<file path="config.mk">
export PLATFORM = sky130hd
export DESIGN_NAME = ps2_mouse_packet_decoder_flat
export DESIGN_NICKNAME = d
export VERILOG_FILES = /design/src/hdl/pmpd_pkg.sv /design/src/hdl/pmpd_if.sv /design/src/hdl/pmpd_front.sv /design/src/hdl/pmpd_queue.sv /design/src/hdl/pmpd_back.sv /design/src/hdl/ps2_mouse_packet_decoder.sv /design/src/flat_wrapper.sv
export SDC_FILE = /design/constraint.sdc
export NUM_CORES = 1
export LEC_CHECK = 0
export ABC_AREA = 1
export ABC_CLOCK_PERIOD_IN_PS = 4600
export BUFFER_PORTS_ARGS = -buffer_cell sky130_fd_sc_hd__buf_4
export CORE_MARGIN = 4
export CORE_UTILIZATION = 55
export DETAILED_ROUTE_END_ITERATION = 8
export PLACE_DENSITY = 0.75
export SLEW_MARGIN = 20
export SYNTH_ARGS = -nofsm -noshare
export SYNTH_HDL_FRONTEND = slang
export SYNTH_SLANG_ARGS = --single-unit
export TNS_END_PERCENT = 1
</file>
<file path="constraint.sdc">
create_clock -name clk -period 4.6 [get_ports clk]
set_input_delay 0.46 -clock clk [delete_from_list [all_inputs] [get_ports clk]]
set_output_delay 0.46 -clock clk [all_outputs]
set_load 0.01 [all_outputs]
</file>
<file path="src/hdl/pmpd_pkg.sv">
package pmpd_pkg;

    localparam int unsigned MOUSE_FLAG_BIT = 5;
    localparam int unsigned NUM_BUTTONS    = 3;
    localparam int unsigned NUM_EVENT_SLOTS = NUM_BUTTONS + 1;
    localparam int unsigned DEF_QUEUE_DEPTH = 2;

    typedef enum logic [1:0] {
        EV_MOVE    = 2'd0,
        EV_PRESS   = 2'd1,
        EV_RELEASE = 2'd2
    } event_kind_t;

    // Packet descriptor handed from front to back.
    // events[0] is the move event, events[i] is button i.
    typedef struct packed {
        logic [7:0]                 dx;
        logic [8:0]                 dy;
        logic [NUM_EVENT_SLOTS-1:0] events;
        logic [NUM_BUTTONS-1:0]     released;
    } pkt_t;

    typedef struct packed {
        logic full;
        logic empty;
    } qstat_t;

endpackage

</file>
<file path="src/hdl/pmpd_if.sv">
interface pmpd_byte_if;
    logic       valid;
    logic       ready;
    logic [7:0] status_byte;
    logic [7:0] data_byte;

    modport source (output valid, output status_byte, output data_byte, input ready);
    modport sink   (input valid, input status_byte, input data_byte, output ready);
endinterface

interface pmpd_event_if;
    logic              valid;
    logic              ready;
    logic [1:0]        event_kind;
    logic signed [7:0] delta_x;
    logic signed [8:0] delta_y;
    logic [1:0]        button_number;
    logic              last_event;

    modport source (output valid, output event_kind, output delta_x, output delta_y,
                    output button_number, output last_event, input ready);
    modport sink   (input valid, input event_kind, input delta_x, input delta_y,
                    input button_number, input last_event, output ready);
endinterface

</file>
<file path="src/hdl/pmpd_front.sv">
module pmpd_front (
    input  logic           clk,
    input  logic           rst_n,
    pmpd_byte_if.sink      byte_ch,
    input  pmpd_pkg::qstat_t q_stat,
    output logic           push,
    output pmpd_pkg::pkt_t push_pkt
);
    import pmpd_pkg::*;

    logic [1:0]             byte_position_reg, byte_position_next;
    logic [7:0]             flags_byte_reg, flags_byte_next;
    logic [7:0]             x_byte_reg, x_byte_next;
    logic [NUM_BUTTONS-1:0] button_state_reg, button_state_next;
    logic                   accept;
    logic                   mouse_byte;
    logic                   third;
    logic                   moved;
    logic [NUM_BUTTONS-1:0] changed;

    assign byte_ch.ready = !q_stat.full;
    assign accept        = byte_ch.valid && byte_ch.ready;
    assign mouse_byte    = byte_ch.status_byte[MOUSE_FLAG_BIT];
    assign third         = byte_position_reg[1];

    assign moved   = (x_byte_reg != 8'd0) || (byte_ch.data_byte != 8'd0);
    assign changed = flags_byte_reg[NUM_BUTTONS-1:0] ^ button_state_reg;

    always_comb
    begin
        push_pkt.dx       = x_byte_reg;
        push_pkt.dy       = 9'd0 - {byte_ch.data_byte[7], byte_ch.data_byte};
        push_pkt.events   = {changed, moved};
        push_pkt.released = button_state_reg;
    end

    // Drop quiet packets; only a packet with events enters the queue.
    assign push = accept && mouse_byte && third && (moved || (changed != '0));

    always_comb
    begin
        byte_position_next = byte_position_reg;
        flags_byte_next    = flags_byte_reg;
        x_byte_next        = x_byte_reg;
        button_state_next  = button_state_reg;
        if (accept && mouse_byte)
        begin
            if (third)
            begin
                byte_position_next = 2'd0;
                button_state_next  = flags_byte_reg[NUM_BUTTONS-1:0];
            end
            else if (byte_position_reg[0])
            begin
                x_byte_next        = byte_ch.data_byte;
                byte_position_next = 2'd2;
            end
            else
            begin
                flags_byte_next    = byte_ch.data_byte;
                byte_position_next = 2'd1;
            end
        end
    end

    always_ff @(posedge clk or negedge rst_n)
    begin
        if (!rst_n)
        begin
            byte_position_reg <= 2'd0;
            flags_byte_reg    <= 8'd0;
            x_byte_reg        <= 8'd0;
            button_state_reg  <= '0;
        end
        else
        begin
            byte_position_reg <= byte_position_next;
            flags_byte_reg    <= flags_byte_next;
            x_byte_reg        <= x_byte_next;
            button_state_reg  <= button_state_next;
        end
    end

endmodule

</file>
<file path="src/hdl/pmpd_queue.sv">
module pmpd_queue #(
    parameter int unsigned DEPTH = pmpd_pkg::DEF_QUEUE_DEPTH
) (
    input  logic             clk,
    input  logic             rst_n,
    input  logic             push,
    input  pmpd_pkg::pkt_t   push_pkt,
    input  logic             pop,
    output pmpd_pkg::pkt_t   pop_pkt,
    output pmpd_pkg::qstat_t q_stat
);
    import pmpd_pkg::*;

    localparam int unsigned PW = (DEPTH > 1) ? $clog2(DEPTH) : 1;
    localparam int unsigned CW = $clog2(DEPTH + 1);
    localparam logic [PW-1:0] LAST_PTR = PW'(DEPTH - 1);
    localparam logic [CW-1:0] FULL_CNT = CW'(DEPTH);

    pkt_t          entry_reg [DEPTH];
    logic [PW-1:0] wr_ptr_reg, wr_ptr_next;
    logic [PW-1:0] rd_ptr_reg, rd_ptr_next;
    logic [CW-1:0] count_reg, count_next;

    assign q_stat.full  = (count_reg == FULL_CNT);
    assign q_stat.empty = (count_reg == '0);
    assign pop_pkt      = entry_reg[rd_ptr_reg];

    always_comb
    begin
        wr_ptr_next = wr_ptr_reg;
        rd_ptr_next = rd_ptr_reg;
        count_next  = count_reg;
        if (push)
        begin
            wr_ptr_next = (wr_ptr_reg == LAST_PTR) ? '0 : wr_ptr_reg + 1'b1;
        end
        if (pop)
        begin
            rd_ptr_next = (rd_ptr_reg == LAST_PTR) ? '0 : rd_ptr_reg + 1'b1;
        end
        if (push && !pop)
        begin
            count_next = count_reg + 1'b1;
        end
        else if (pop && !push)
        begin
            count_next = count_reg - 1'b1;
        end
    end

    always_ff @(posedge clk)
    begin
        if (push)
        begin
            entry_reg[wr_ptr_reg] <= push_pkt;
        end
    end

    always_ff @(posedge clk or negedge rst_n)
    begin
        if (!rst_n)
        begin
            wr_ptr_reg <= '0;
            rd_ptr_reg <= '0;
            count_reg  <= '0;
        end
        else
        begin
            wr_ptr_reg <= wr_ptr_next;
            rd_ptr_reg <= rd_ptr_next;
            count_reg  <= count_next;
        end
    end

endmodule

</file>
<file path="src/hdl/pmpd_back.sv">
module pmpd_back (
    input  logic             clk,
    input  logic             rst_n,
    input  pmpd_pkg::qstat_t q_stat,
    input  pmpd_pkg::pkt_t   pop_pkt,
    output logic             pop,
    pmpd_event_if.source     event_ch
);
    import pmpd_pkg::*;

    pkt_t                       cur_reg, cur_next;
    logic                       cur_valid_reg, cur_valid_next;
    logic [NUM_EVENT_SLOTS-1:0] pend_after;
    logic                       emit;
    logic                       out_free;

    logic              out_valid_reg, out_valid_next;
    event_kind_t       kind_reg, kind_next;
    logic signed [7:0] dx_reg, dx_next;
    logic signed [8:0] dy_reg, dy_next;
    logic [1:0]        button_reg, button_next;
    logic              last_reg, last_next;

    assign out_free = !out_valid_reg || event_ch.ready;
    assign emit     = cur_valid_reg && out_free;
    // Clear the lowest pending event slot.
    assign pend_after = cur_reg.events & (cur_reg.events - 1'b1);
    assign pop = !q_stat.empty && (!cur_valid_reg || (emit && (pend_after == '0)));

    always_comb
    begin
        kind_next   = EV_MOVE;
        dx_next     = '0;
        dy_next     = '0;
        button_next = 2'd0;
        if (cur_reg.events[0])
        begin
            dx_next = cur_reg.dx;
            dy_next = cur_reg.dy;
        end
        else if (cur_reg.events[1])
        begin
            kind_next   = cur_reg.released[0] ? EV_RELEASE : EV_PRESS;
            button_next = 2'd1;
        end
        else if (cur_reg.events[2])
        begin
            kind_next   = cur_reg.released[1] ? EV_RELEASE : EV_PRESS;
            button_next = 2'd2;
        end
        else
        begin
            kind_next   = cur_reg.released[2] ? EV_RELEASE : EV_PRESS;
            button_next = 2'd3;
        end
        last_next = (pend_after == '0);
    end

    always_comb
    begin
        cur_next       = cur_reg;
        cur_valid_next = cur_valid_reg;
        if (emit)
        begin
            cur_next.events = pend_after;
            cur_valid_next  = (pend_after != '0);
        end
        if (pop)
        begin
            cur_next       = pop_pkt;
            cur_valid_next = 1'b1;
        end
        out_valid_next = out_valid_reg;
        if (out_free)
        begin
            out_valid_next = cur_valid_reg;
        end
    end

    always_ff @(posedge clk)
    begin
        cur_reg <= cur_next;
        if (emit)
        begin
            kind_reg   <= kind_next;
            dx_reg     <= dx_next;
            dy_reg     <= dy_next;
            button_reg <= button_next;
            last_reg   <= last_next;
        end
    end

    always_ff @(posedge clk or negedge rst_n)
    begin
        if (!rst_n)
        begin
            cur_valid_reg <= 1'b0;
            out_valid_reg <= 1'b0;
        end
        else
        begin
            cur_valid_reg <= cur_valid_next;
            out_valid_reg <= out_valid_next;
        end
    end

    assign event_ch.valid         = out_valid_reg;
    assign event_ch.event_kind    = kind_reg;
    assign event_ch.delta_x       = dx_reg;
    assign event_ch.delta_y       = dy_reg;
    assign event_ch.button_number = button_reg;
    assign event_ch.last_event    = last_reg;

endmodule

</file>
<file path="src/hdl/ps2_mouse_packet_decoder.sv">
// Channel    Dir   Payload                                          Handshake
// byte_ch    in    status_byte[7:0], data_byte[7:0]                 valid/ready
// event_ch   out   event_kind, delta_x, delta_y, button_number,     valid/ready
//                  last_event
//
// A byte beat is taken in any cycle the packet queue has room; bytes without
// the mouse flag in status bit 5 are dropped there. The event sequencer puts
// out one event per cycle while event_ch accepts them, also across packets.
// Events pass through the queue, the current-packet reg and the output reg.
// Reset (async, active low) clears packet assembly, button state and queue.
// Event stalls fill the queue (QUEUE_DEPTH packets) before byte_ch stalls.
module ps2_mouse_packet_decoder #(
    parameter int unsigned QUEUE_DEPTH = pmpd_pkg::DEF_QUEUE_DEPTH
) (
    input  logic         clk,
    input  logic         rst_n,
    pmpd_byte_if.sink    byte_ch,
    pmpd_event_if.source event_ch
);
    import pmpd_pkg::*;

    logic   push;
    logic   pop;
    pkt_t   push_pkt;
    pkt_t   pop_pkt;
    qstat_t q_stat;

    // Front: assemble three-byte packets, classify events, track buttons.
    pmpd_front u_front (
        .clk      (clk),
        .rst_n    (rst_n),
        .byte_ch  (byte_ch),
        .q_stat   (q_stat),
        .push     (push),
        .push_pkt (push_pkt)
    );

    // Queue of packet descriptors decouples assembly from event output.
    pmpd_queue #(
        .DEPTH (QUEUE_DEPTH)
    ) u_queue (
        .clk      (clk),
        .rst_n    (rst_n),
        .push     (push),
        .push_pkt (push_pkt),
        .pop      (pop),
        .pop_pkt  (pop_pkt),
        .q_stat   (q_stat)
    );

    // Back: walk the pending event slots, one beat per cycle unless event_ch stalls.
    pmpd_back u_back (
        .clk      (clk),
        .rst_n    (rst_n),
        .q_stat   (q_stat),
        .pop_pkt  (pop_pkt),
        .pop      (pop),
        .event_ch (event_ch)
    );

    a_no_push_full: assert property (@(posedge clk) disable iff (!rst_n)
        push |-> !q_stat.full)
        else $error("packet pushed into full queue");

    a_no_pop_empty: assert property (@(posedge clk) disable iff (!rst_n)
        pop |-> !q_stat.empty)
        else $error("packet popped from empty queue");

    a_move_fields: assert property (@(posedge clk) disable iff (!rst_n)
        (event_ch.valid && event_ch.event_kind == EV_MOVE) |-> event_ch.button_number == 2'd0)
        else $error("move event carries a button number");

    a_button_fields: assert property (@(posedge clk) disable iff (!rst_n)
        (event_ch.valid && event_ch.event_kind != EV_MOVE)
            |-> (event_ch.delta_x == 8'sd0 && event_ch.delta_y == 9'sd0
                 && event_ch.button_number != 2'd0))
        else $error("button event fields inconsistent");

endmodule

</file>
<file path="src/flat_wrapper.sv">
// flat-port wrapper written by rule: the top's interface ports become plain ports
module ps2_mouse_packet_decoder_flat import pmpd_pkg::*;
#(
    parameter int unsigned QUEUE_DEPTH = pmpd_pkg::DEF_QUEUE_DEPTH
)
  (clk, rst_n, byte_ch_valid, byte_ch_status_byte, byte_ch_data_byte, byte_ch_ready, event_ch_valid, event_ch_event_kind, event_ch_delta_x, event_ch_delta_y, event_ch_button_number, event_ch_last_event, event_ch_ready);
  pmpd_byte_if byte_ch_i ();
  pmpd_event_if event_ch_i ();
  input  logic clk;
  input  logic rst_n;
  input wire logic [$bits(byte_ch_i.valid)-1:0] byte_ch_valid;
  input wire logic [$bits(byte_ch_i.status_byte)-1:0] byte_ch_status_byte;
  input wire logic [$bits(byte_ch_i.data_byte)-1:0] byte_ch_data_byte;
  output wire logic [$bits(byte_ch_i.ready)-1:0] byte_ch_ready;
  output wire logic [$bits(event_ch_i.valid)-1:0] event_ch_valid;
  output wire logic [$bits(event_ch_i.event_kind)-1:0] event_ch_event_kind;
  output wire logic [$bits(event_ch_i.delta_x)-1:0] event_ch_delta_x;
  output wire logic [$bits(event_ch_i.delta_y)-1:0] event_ch_delta_y;
  output wire logic [$bits(event_ch_i.button_number)-1:0] event_ch_button_number;
  output wire logic [$bits(event_ch_i.last_event)-1:0] event_ch_last_event;
  input wire logic [$bits(event_ch_i.ready)-1:0] event_ch_ready;
  assign byte_ch_i.valid = byte_ch_valid;
  assign byte_ch_i.status_byte = byte_ch_status_byte;
  assign byte_ch_i.data_byte = byte_ch_data_byte;
  assign byte_ch_ready = byte_ch_i.ready;
  assign event_ch_valid = event_ch_i.valid;
  assign event_ch_event_kind = event_ch_i.event_kind;
  assign event_ch_delta_x = event_ch_i.delta_x;
  assign event_ch_delta_y = event_ch_i.delta_y;
  assign event_ch_button_number = event_ch_i.button_number;
  assign event_ch_last_event = event_ch_i.last_event;
  assign event_ch_i.ready = event_ch_ready;
  ps2_mouse_packet_decoder #(.QUEUE_DEPTH(QUEUE_DEPTH)) u_core (.clk(clk), .rst_n(rst_n), .byte_ch(byte_ch_i), .event_ch(event_ch_i));
endmodule
</file>
# --- Word-level counts from Yosys, hierarchy flattened ---
# Memories as Yosys holds them, arrays and structs flattened.
# Index checks and enable logic that the tools add are counted.
op_classes:
  n_bitwise: 4
  n_addsub: 6
  n_reduce_logical: 31
  n_mux: 19
  n_eq_ne: 1
op_table:
  columns: ["op", "count"]
  rows:
  - ["$mux 2", 9]
  - ["$reduce_bool 8->1", 2]
  - ["$logic_and 1x1->1", 9]
  - ["$sub 1x8->9 const A", 1]
  - ["$mux 1", 8]
  - ["$mux 7", 1]
  - ["$logic_not 1->1", 6]
  - ["$reduce_and 3->1", 2]
  - ["$and 4x4->4", 1]
  - ["$logic_not 4->1", 1]
  - ["$logic_or 1x1->1", 4]
  - ["$mux 4", 1]
  - ["$reduce_bool 2->1", 2]
  - ["$reduce_bool 4->1", 1]
  - ["$sub 4x1->4 const B", 1]
  - ["$reduce_bool 3->1", 1]
  - ["$xor 3x3->3", 1]
  - ["$add 1x1->1 const B", 2]
  - ["$add 2x1->2 const B", 1]
  - ["$eq 2x2->1 const B", 1]
  - ["$logic_not 2->1", 1]
  - ["$not 1->1", 2]
  - ["$reduce_and 2->1", 1]
  - ["$reduce_or 2->1", 1]
  - ["$sub 2x1->2 const B", 1]
totals:
  output_inout_bits: 24
  n_memories: 1
  wordCells: 81
  ram_bits: 48
  ff_bits: 68
  input_bits: 20
mem_list:
  columns: ["memory", "words", "width", "read_ports", "rd_clocked_by_memory_dff", "wr", "line", "text"]
  rows:
  - ["u_core.u_queue.entry_reg", 2, 24, 1, 0, 1, "pmpd_queue.sv:19", "pkt_t entry_reg [DEPTH];"]

# --- Longest topological paths before layout ---
# Gate-level depths: netlist (run 1).
depth:
  depth_word: 10
  mapped_depth: 11
  depth_no_buf: 11

# --- Hierarchy ---
# Synthesis (run 1) repeated with hierarchy kept, for this count alone.
hier_totals:
  hier_cells: 343
  area_unflattened_um2: 4707.0
by_module_without_submodules:
  columns: ["module", "area_per_inst_um2", "cells_per_inst", "instances"]
  rows:
  - ["pmpd_queue", 2040.7, 100, 1]
  - ["pmpd_back", 1744.2, 126, 1]
  - ["pmpd_front", 922.1, 117, 1]

# --- Worst setup path after synthesis (run 1) ---
# OpenSTA, ideal clock, no wires.
synth_timing:
  kind: "input to register"
  startpoint: "input event_ch_ready"
  endpoint: "register u_core.u_queue.count_reg[1]"
  t_required_ns: 4.469
  n_path_buf: 0
  arrival_time_ns: 2.618
  slack_ns: 1.851
  setup_ns: 0.131
  cell_stages: 9
  path_cell_list: "inv_1 -> a21oi_2 -> nand4_2 -> nand2_2 -> inv_2 -> ha_1 -> a21oi_1 -> o21ai_0 -> xor2_1"
synth_via:
  elab_chain_cells: 8
synth_lines:
  columns: ["item", "line", "text"]
  rows:
  - ["start, declared", "flat_wrapper.sv:21", "input wire logic [$bits(event_ch_i.ready)-1:0] event_ch_ready;"]
  - ["$logic_or 1x1->1 *", "pmpd_back.sv:24", "assign out_free = !out_valid_reg || event_ch.ready;"]
  - ["$logic_and 1x1->1 *", "pmpd_back.sv:25", "assign emit = cur_valid_reg && out_free;"]
  - ["named net u_core.u_back.emit", "pmpd_back.sv:14", "logic emit;"]
  - ["$logic_and 1x1->1 *", "pmpd_back.sv:28", "assign pop = !q_stat.empty && (!cur_valid_reg || (emit && (pend_after == '0)));"]
  - ["$logic_or 1x1->1 *", "pmpd_back.sv:28", null]
  - ["$logic_and 1x1->1 *", "pmpd_back.sv:28", null]
  - ["$logic_not 1->1", "pmpd_queue.sv:41", "if (push && !pop)"]
  - ["$logic_and 1x1->1", "pmpd_queue.sv:41", null]
  - ["$mux 2 / $reduce_bool 2->1 (equally long branches)", null, null]
  - ["end signal, assigned", "pmpd_queue.sv:71", "count_reg <= count_next;"]
  - ["end, declared", "pmpd_queue.sv:22", "logic [CW-1:0] count_reg, count_next;"]
# Mark *: on every way through the listed nets, which the timed path passes. The rest lies on a longest branch.
# A chain may end at the register's enable or synchronous reset.

# --- Worst setup path after layout (run 1) ---
layout_timing:
  startpoint: "register u_core.u_back.cur_reg[3] (netlist name)"
  endpoint: "register u_core.u_queue.count_reg[1]"
layout_via:
  elab_chain_cells: 9
layout_lines:
  columns: ["item", "line", "text"]
  rows:
  - ["start, declared", "pmpd_back.sv:11", "pkt_t cur_reg, cur_next;"]
  - ["start signal, assigned", "pmpd_back.sv:82", "cur_reg <= cur_next;"]
  - ["$sub 4x1->4", "pmpd_back.sv:27", "assign pend_after = cur_reg.events & (cur_reg.events - 1'b1);"]
  - ["$and 4x4->4 *", "pmpd_back.sv:27", null]
  - ["$logic_not 4->1 *", "pmpd_back.sv:28", null]
  - ["$logic_and 1x1->1 *", "pmpd_back.sv:28", null]
  - ["$logic_or 1x1->1 *", "pmpd_back.sv:28", null]
  - ["$logic_and 1x1->1 *", "pmpd_back.sv:28", null]
  - ["$logic_not 1->1", "pmpd_queue.sv:41", null]
  - ["$logic_and 1x1->1", "pmpd_queue.sv:41", null]
  - ["$mux 2 / $reduce_bool 2->1 (equally long branches)", null, null]
# Mark *: on every way between the ends. The rest lies on a longest branch, timed or not.

==> flow_metrics.tcl, run 1 <==
set metrics [dict create \
    insertedDiodeCount 0 \
    final-setup-viol-count 0 \
    port_buffers 36 \
    avgSynthCellArea_um2 11.7 \
    crit_chain "nor2_2, nor2_1, nor2_2, nand4_2, nand2_2, inv_2, ha_1, a21oi_1, o21ai_0, xor2_1" \
    grt_pass1_vias 2920 \
    worstMarginPinSlew_ns 1.00 \
    syn-num-nets 418 \
    cp_common_cell "nor2_2" \
    first_pass_iters 5 \
    dpl.hpwl_um 5290 \
    ir_worst_vdd_uv 290 \
    netlist.area_leader.share_pct 60.8 \
    p_int_uw 2720 \
    root_buffer "clkbuf_8" \
    cts.path.max_buffers 2 \
    grt_remaining_overflow 0 \
    ys_seq_area_share_pct 72.6 \
    powerDensity_nw_per_um2 705 \
    cts_tree "built" \
    drc 0 \
    dieArea_um2 9980 \
    synth_top_area_cell "edfxtp_1" \
    worstSetupStartpointType "flip-flop" \
    crit_path_max_fanout 22 \
    pwr-share-clk_pct 32.1 \
    comb_power_share_pct 22.8 \
    grt_max_degree 27 \
    grt_setup_unrepaired "no" \
    synthesis.area_um2 4640 \
    fin_nets 468 \
    seqPwrFrac_pct 45.1 \
    wl_per_cell_um 14.9 \
    via_per_inst 5.04 \
    insertion_delay_ns 0.51 \
    synth-edff-count 94 \
    vias 2840 \
    run_status "completed" \
    antenna_found_initial 0 \
    max-cap-violations 0 \
    hp-class "in2reg" \
    coreArea_um2 8220 \
    cts_max_level 4 \
    final-max-slew-violation-count 0 \
    clock-skew-final_ns 0.00631 \
    drt-total-wl_um 8400 \
    synthFlopType "edfxtp_1" \
    io_pins 44 \
    yosysWarnings 0 \
    slew_headroom_pct 33.2 \
    synthArstFlopShare_pct 19.0 \
    p_switching_uw 1240 \
    start_util_pct 56.5 \
    ys_top_cells_by_area "edfxtp_1, dfrtp_1, nand2_1" \
    rows 33 \
    gp_congestion 0.808 \
    slowest_delay_ns 0.67 \
    post-route-min-period_ns 2.77 \
    period_share_pct 60.2 \
    multiInputGateArea_um2 1030 \
    fill_cells 589 \
    fmax_mhz 361 \
    die_w_um 99.9 \
    first_iter_violations 231 \
    ys_top_cells_by_count "nand2_1, edfxtp_1, inv_1" \
    cts_resized 0 \
    drive_gt1_share_pct 19.4 \
    yosysMostFrequentCell "nand2_1" \
    numCtsBuffers 17 \
    clk_pin_slew_worst_paths_ns 0.06 \
    postRouteAntennaNets 0 \
    syn2layout_area_growth_pct 20.8 \
    die_height_um 99.9 \
    p_leak_uw 0.00250 \
    cp-end-kind "flip-flop" \
    regArea_um2 3370 \
    p_sw_share_pct 31.3 \
    synth.distinct_cells 26 \
    critPathKind "reg2reg" \
    ys_seq_elements 116 \
    grt.total_usage_pct 19.3 \
    cp_slowest_cell "edfxtp_1" \
    largest_register_ffs 48 \
    cts_setup_buffers 0 \
    final.setup.tns_ns 0 \
    hold_viol 0 \
    cp.arrival_ns 3.16 \
    grt_pass1_wl_um 14500 \
    required_ns 4.99 \
    synth_cells 396 \
    layout_setup_ws_ns 1.83 \
    post-place-ws_ns 1.92 \
    clock_sinks 116 \
]
==> power groups by stage <==
stage	Clock, uW	Sequential (uW)	Combinational [uW]
final	1270	1780	900
after global routing	1340	1830	1030
after CTS	1290	1790	906
after detailed placement	0	1800	879
after global placement	0	1780	831
after floorplan	0	1750	598
==> final timing paths <==
kind,from,endpoint,slack (ns),cells after the start
worst min register to register,u_core.u_queue.wr_ptr_reg,u_core.u_queue.wr_ptr_reg,0.48,2
worst min-delay path,byte_ch_data_byte[0],u_core.u_queue.entry_reg[1][7],0.16,1
min in group asynchronous,rst_n,u_core.u_back.cur_valid_reg,0.37,2
worst max register to register,u_core.u_back.cur_reg[3],u_core.u_queue.count_reg[1],1.83,10
worst max-delay path,u_core.u_back.cur_reg[3],u_core.u_queue.count_reg[1],1.83,10
max in group asynchronous,rst_n,u_core.u_front.x_byte_reg[4],3.99,2
==> final cells by class <==
type                       count  area share [%]
clock buffer                  18            7.45
clock inverter                14            2.88
inverter                      54            3.61
multi-input combinational    218            18.3
sequential                   116            60.1
tap                          105            2.34
timing repair buffer          39            5.26
==> per-layer routing <==
metal | up-vias | GRT usage [%] | wire length, um
met5 | - | 0 | 0
met4 | 0 | 10.2 | 261
met3 | 24 | 5.42 | 582
met2 | 100 | 31.3 | 4350
met1 | 1318 | 23.6 | 3210
li1 | 1398 | - | -
==> cells by family (layout without fill, tap and decap cells) <==
| group | after synthesis | in the layout | share of synthesized area (%) |
|---|---|---|---|
| muxes | 1 | 1 | 0.216 |
| DFF | 116 | 116 | 72.6 |
| buffers and inverters | 62 | 125 | 5.25 |
| AOI/OAI and AO/OA | 21 | 21 | 2.99 |
| adders and majority gates | 2 | 2 | 0.539 |
| and+or+nand+nor | 186 | 186 | 16.9 |
| xor gates and xnor gates | 8 | 8 | 1.51 |
==> metrics by stage <==
stage | instance area (um2) | hold WS, ns | std cells | total power, uW | utilization (%)
6_report | 5610 | 0.155 | 564 | 3950 | 68.3
5_1_grt | 5610 | 0.140 | 564 | 4200 | 68.3
4_1_cts | 5610 | 0.139 | 564 | 3980 | 68.3
3_5_place_dp | 5020 | 0.372 | 531 | 2680 | 61.1
3_3_place_gp | 5020 | 0.366 | 531 | 2610 | 61.1
2_1_floorplan | 4640 | 0.164 | 396 | 2350 | -
==> layout by cell type, fill, tap and decap left out <==
cell / n
nand2_1: 139
edfxtp_1: 94
inv_1: 52
buf_4: 38
dfrtp_1: 22
nor2_1: 17
clkbuf_16: 16
nand3_1: 15
o21ai_0: 10
o21ai_2: 8
xor2_1: 6
clkinv_2: 4
clkinvlp_4: 4
nor2_2: 3
nor3_1: 3
bufinv_16: 3
inv_2: 2
nand2_2: 2
nand4_1: 2
xnor2_1: 2
nor2_4: 2
a21oi_1: 2
ha_1: 2
a21oi_2: 1
nand4_2: 1
nand2_4: 1
nand3_4: 1
mux2i_1: 1
clkbuf_8: 1
clkinv_4: 1
clkbuf_1: 1
inv_6: 1
clkinv_1: 1
dlygate4sd3_1: 1
==> worst max-delay path: cells and delay by family, from the launching register on <==
family          cells  cell delay, ns
buf+inv             1            0.11
compound gates      2            0.21
fa+ha+maj           1            0.33
simple gates        5            1.18
xor+xnor            1            0.15
flops               1            0.67
==> what timing repair did <==
| action | 4_1_cts | 5_1_grt |
|---|---|---|
| hold buffers | 1 | 0 |
| setup endpoints to repair | 0 | 0 |
| hold endpoints to repair | 22 | 0 |
(Power assumes the default switching activity.)
==> inputs of run 2 (changes only) <==
Settings changed: ABC_CLOCK_PERIOD_IN_PS 4600 to 2600.
Clock period 4.6 ns to 2.6 ns, I/O delays scaled along.
==> run 2 against run 1 <==
Against the previous run:
- routed wire length fell by 1.2%
- critical path type is now in2reg
- register-to-register slack got worse by 1.1 ns
- setup slack got worse by 1.5 ns
- die area did not move
==> flow_metrics.tcl, run 2 (synthesized netlist as in run 1, its figures left out) <==
set metrics [dict create \
    insertion_delay_ns 0.50 \
    slew_headroom_pct 76.4 \
    drc 0 \
    fmax_mhz 435 \
    post-route-min-period_ns 2.30 \
    root_buffer "clkbuf_8" \
    grt_pass1_wl_um 13800 \
    required_ns 2.98 \
    crit_family "buffers and inverters" \
    cts_setup_buffers 0 \
    startpoint "byte_ch_data_byte[0]" \
    run_status "completed" \
    syn2layout_area_growth_pct 22.1 \
    critPathKind "in2reg" \
    grt.total_usage_pct 18.3 \
    crit_path_max_fanout 5 \
    power_uw 7080 \
    crit_chain "dlygate4sd3_1, buf_4, inv_1, ha_1, nand2_1, nor2_1, nand2_1, o21ai_2, inv_1, ha_1, a21oi_1, o21ai_0, xor2_1" \
    period_share_pct 88.5 \
    hp-class "in2reg" \
    design_area_um2 5670 \
    r2r_cells 10 \
    antenna_found_initial 0 \
    grt_pass1_vias 2821 \
    die_w_um 99.9 \
    numCtsBuffers 17 \
    insertedDiodeCount 0 \
    final-setup-viol-count 0 \
    postRouteAntennaNets 0 \
    clk_pin_slew_worst_paths_ns 0.05 \
    max-cap-violations 0 \
    min_path_cells 3 \
    die_height_um 99.9 \
    gp_congestion 0.758 \
    first_iter_violations 178 \
    powerDensity_nw_per_um2 1250 \
    drt-total-wl_um 8300 \
    hp-start "byte_ch_data_byte[3]" \
    hold_viol 0 \
    drive_gt1_share_pct 19.1 \
    vias 2853 \
    post-route-util_pct 69.0 \
    rows 33 \
    cts.path.max_buffers 2 \
    ir_worst_vdd_uv 611 \
    start_util_pct 56.5 \
    cp-end-kind "flip-flop" \
    postCtsHoldBufs 2 \
    coreArea_um2 8220 \
    place_inst 536 \
    io_pins 44 \
    via_per_inst 5.01 \
    cp.arrival_ns 2.68 \
    port_buffers 36 \
    dpl.hpwl_um 5060 \
    slowest_delay_ns 0.54 \
    final-max-slew-violation-count 0 \
    r2r-start "u_core.u_back.cur_reg[3]" \
    clock-skew-final_ns 0.00555 \
    cts_max_level 4 \
    worstSetupStartpointType "primary input" \
    final_common_cell "nand2_1" \
    worstMarginPinSlew_ns 0.352 \
    wl_per_cell_um 14.6 \
    crit_buf_inv 4 \
    mostFrequentLayoutCells "nand2_1, edfxtp_1, inv_1" \
    largest_register_ffs 48 \
    cts_resized 0 \
    first_pass_iters 5 \
    path_depth 13 \
    dieArea_um2 9980 \
    fin_cells 570 \
    grt_remaining_overflow 0 \
    grt_max_degree 26 \
    fin_nets 474 \
    p_leak_uw 0.00254 \
    clock_sinks 116 \
    final.setup.tns_ns 0 \
    grt_setup_unrepaired "no" \
    postPlaceCellArea_um2 5060 \
    cts_tree "built" \
    cp_slowest_cell "dlygate4sd3_1" \
]
-- run 2: cell types whose count changed in the layout (fill, tap and decap cells not counted) --
cell           change
clkinv_1           +3
dlygate4sd3_1      +1
a21oi_4            +1
clkbuf_1           +2
a21oi_2            -1
inv_6              -1
bufinv_16          +1
buf_4              +5
clkinvlp_4         -3
clkinv_2           -2
-- run 2: metrics by stage --
step	hold WS [ns]	worst slack (ns)
5_1_grt	0.0562	0.150
2_1_floorplan	-0.0356	0.215
6_report	0.0555	0.299
4_1_cts	0.0411	0.311
3_3_place_gp	0.166	0.419
3_5_place_dp	0.173	0.360
-- run 2: layout make-up --
| cell class | instances | area [um2] |
|---|---|---|
| Fill cell | 538 | 2540 |
| Clock inverter | 12 | 161 |
| Timing Repair Buffer | 45 | 343 |
| Clock buffer | 20 | 425 |
| Tap cell | 105 | 131 |
| Multi-Input combinational cell | 218 | 1030 |
| Sequential cell | 116 | 3370 |
| Inverter | 54 | 203 |
-- run 2: tightest hold or removal path, cell delays in order --
cell     delay [ns]
buf_4          0.11
nand3_1        0.08
nand2_1        0.07
-- run 2: where the power goes --
part           total, uW  switching, uW  internal [uW]
combinational       1710           1110            605
clock               2290            757           1540
sequential          3070            275           2790
total               7080           2140           4940
-- run 2: path summary, 6_finish.rpt --
check / to / slack [ns]
worst min register to register: u_core.u_queue.wr_ptr_reg / 0.48
worst min-delay path: u_core.u_front.x_byte_reg[3] / 0.06
min in group asynchronous: u_core.u_queue.rd_ptr_reg / 0.24
max in group asynchronous: u_core.u_front.x_byte_reg[5] / 2.11
worst max-delay path: u_core.u_queue.count_reg[1] / 0.30
worst max register to register: u_core.u_queue.count_reg[1] / 0.69
-- run 2: metal layers --
metal,global-route usage [%],wire length [um]
met3,5.70,405
met2,30.7,4190
met4,5.67,138
met5,0,0
met1,22.8,3560
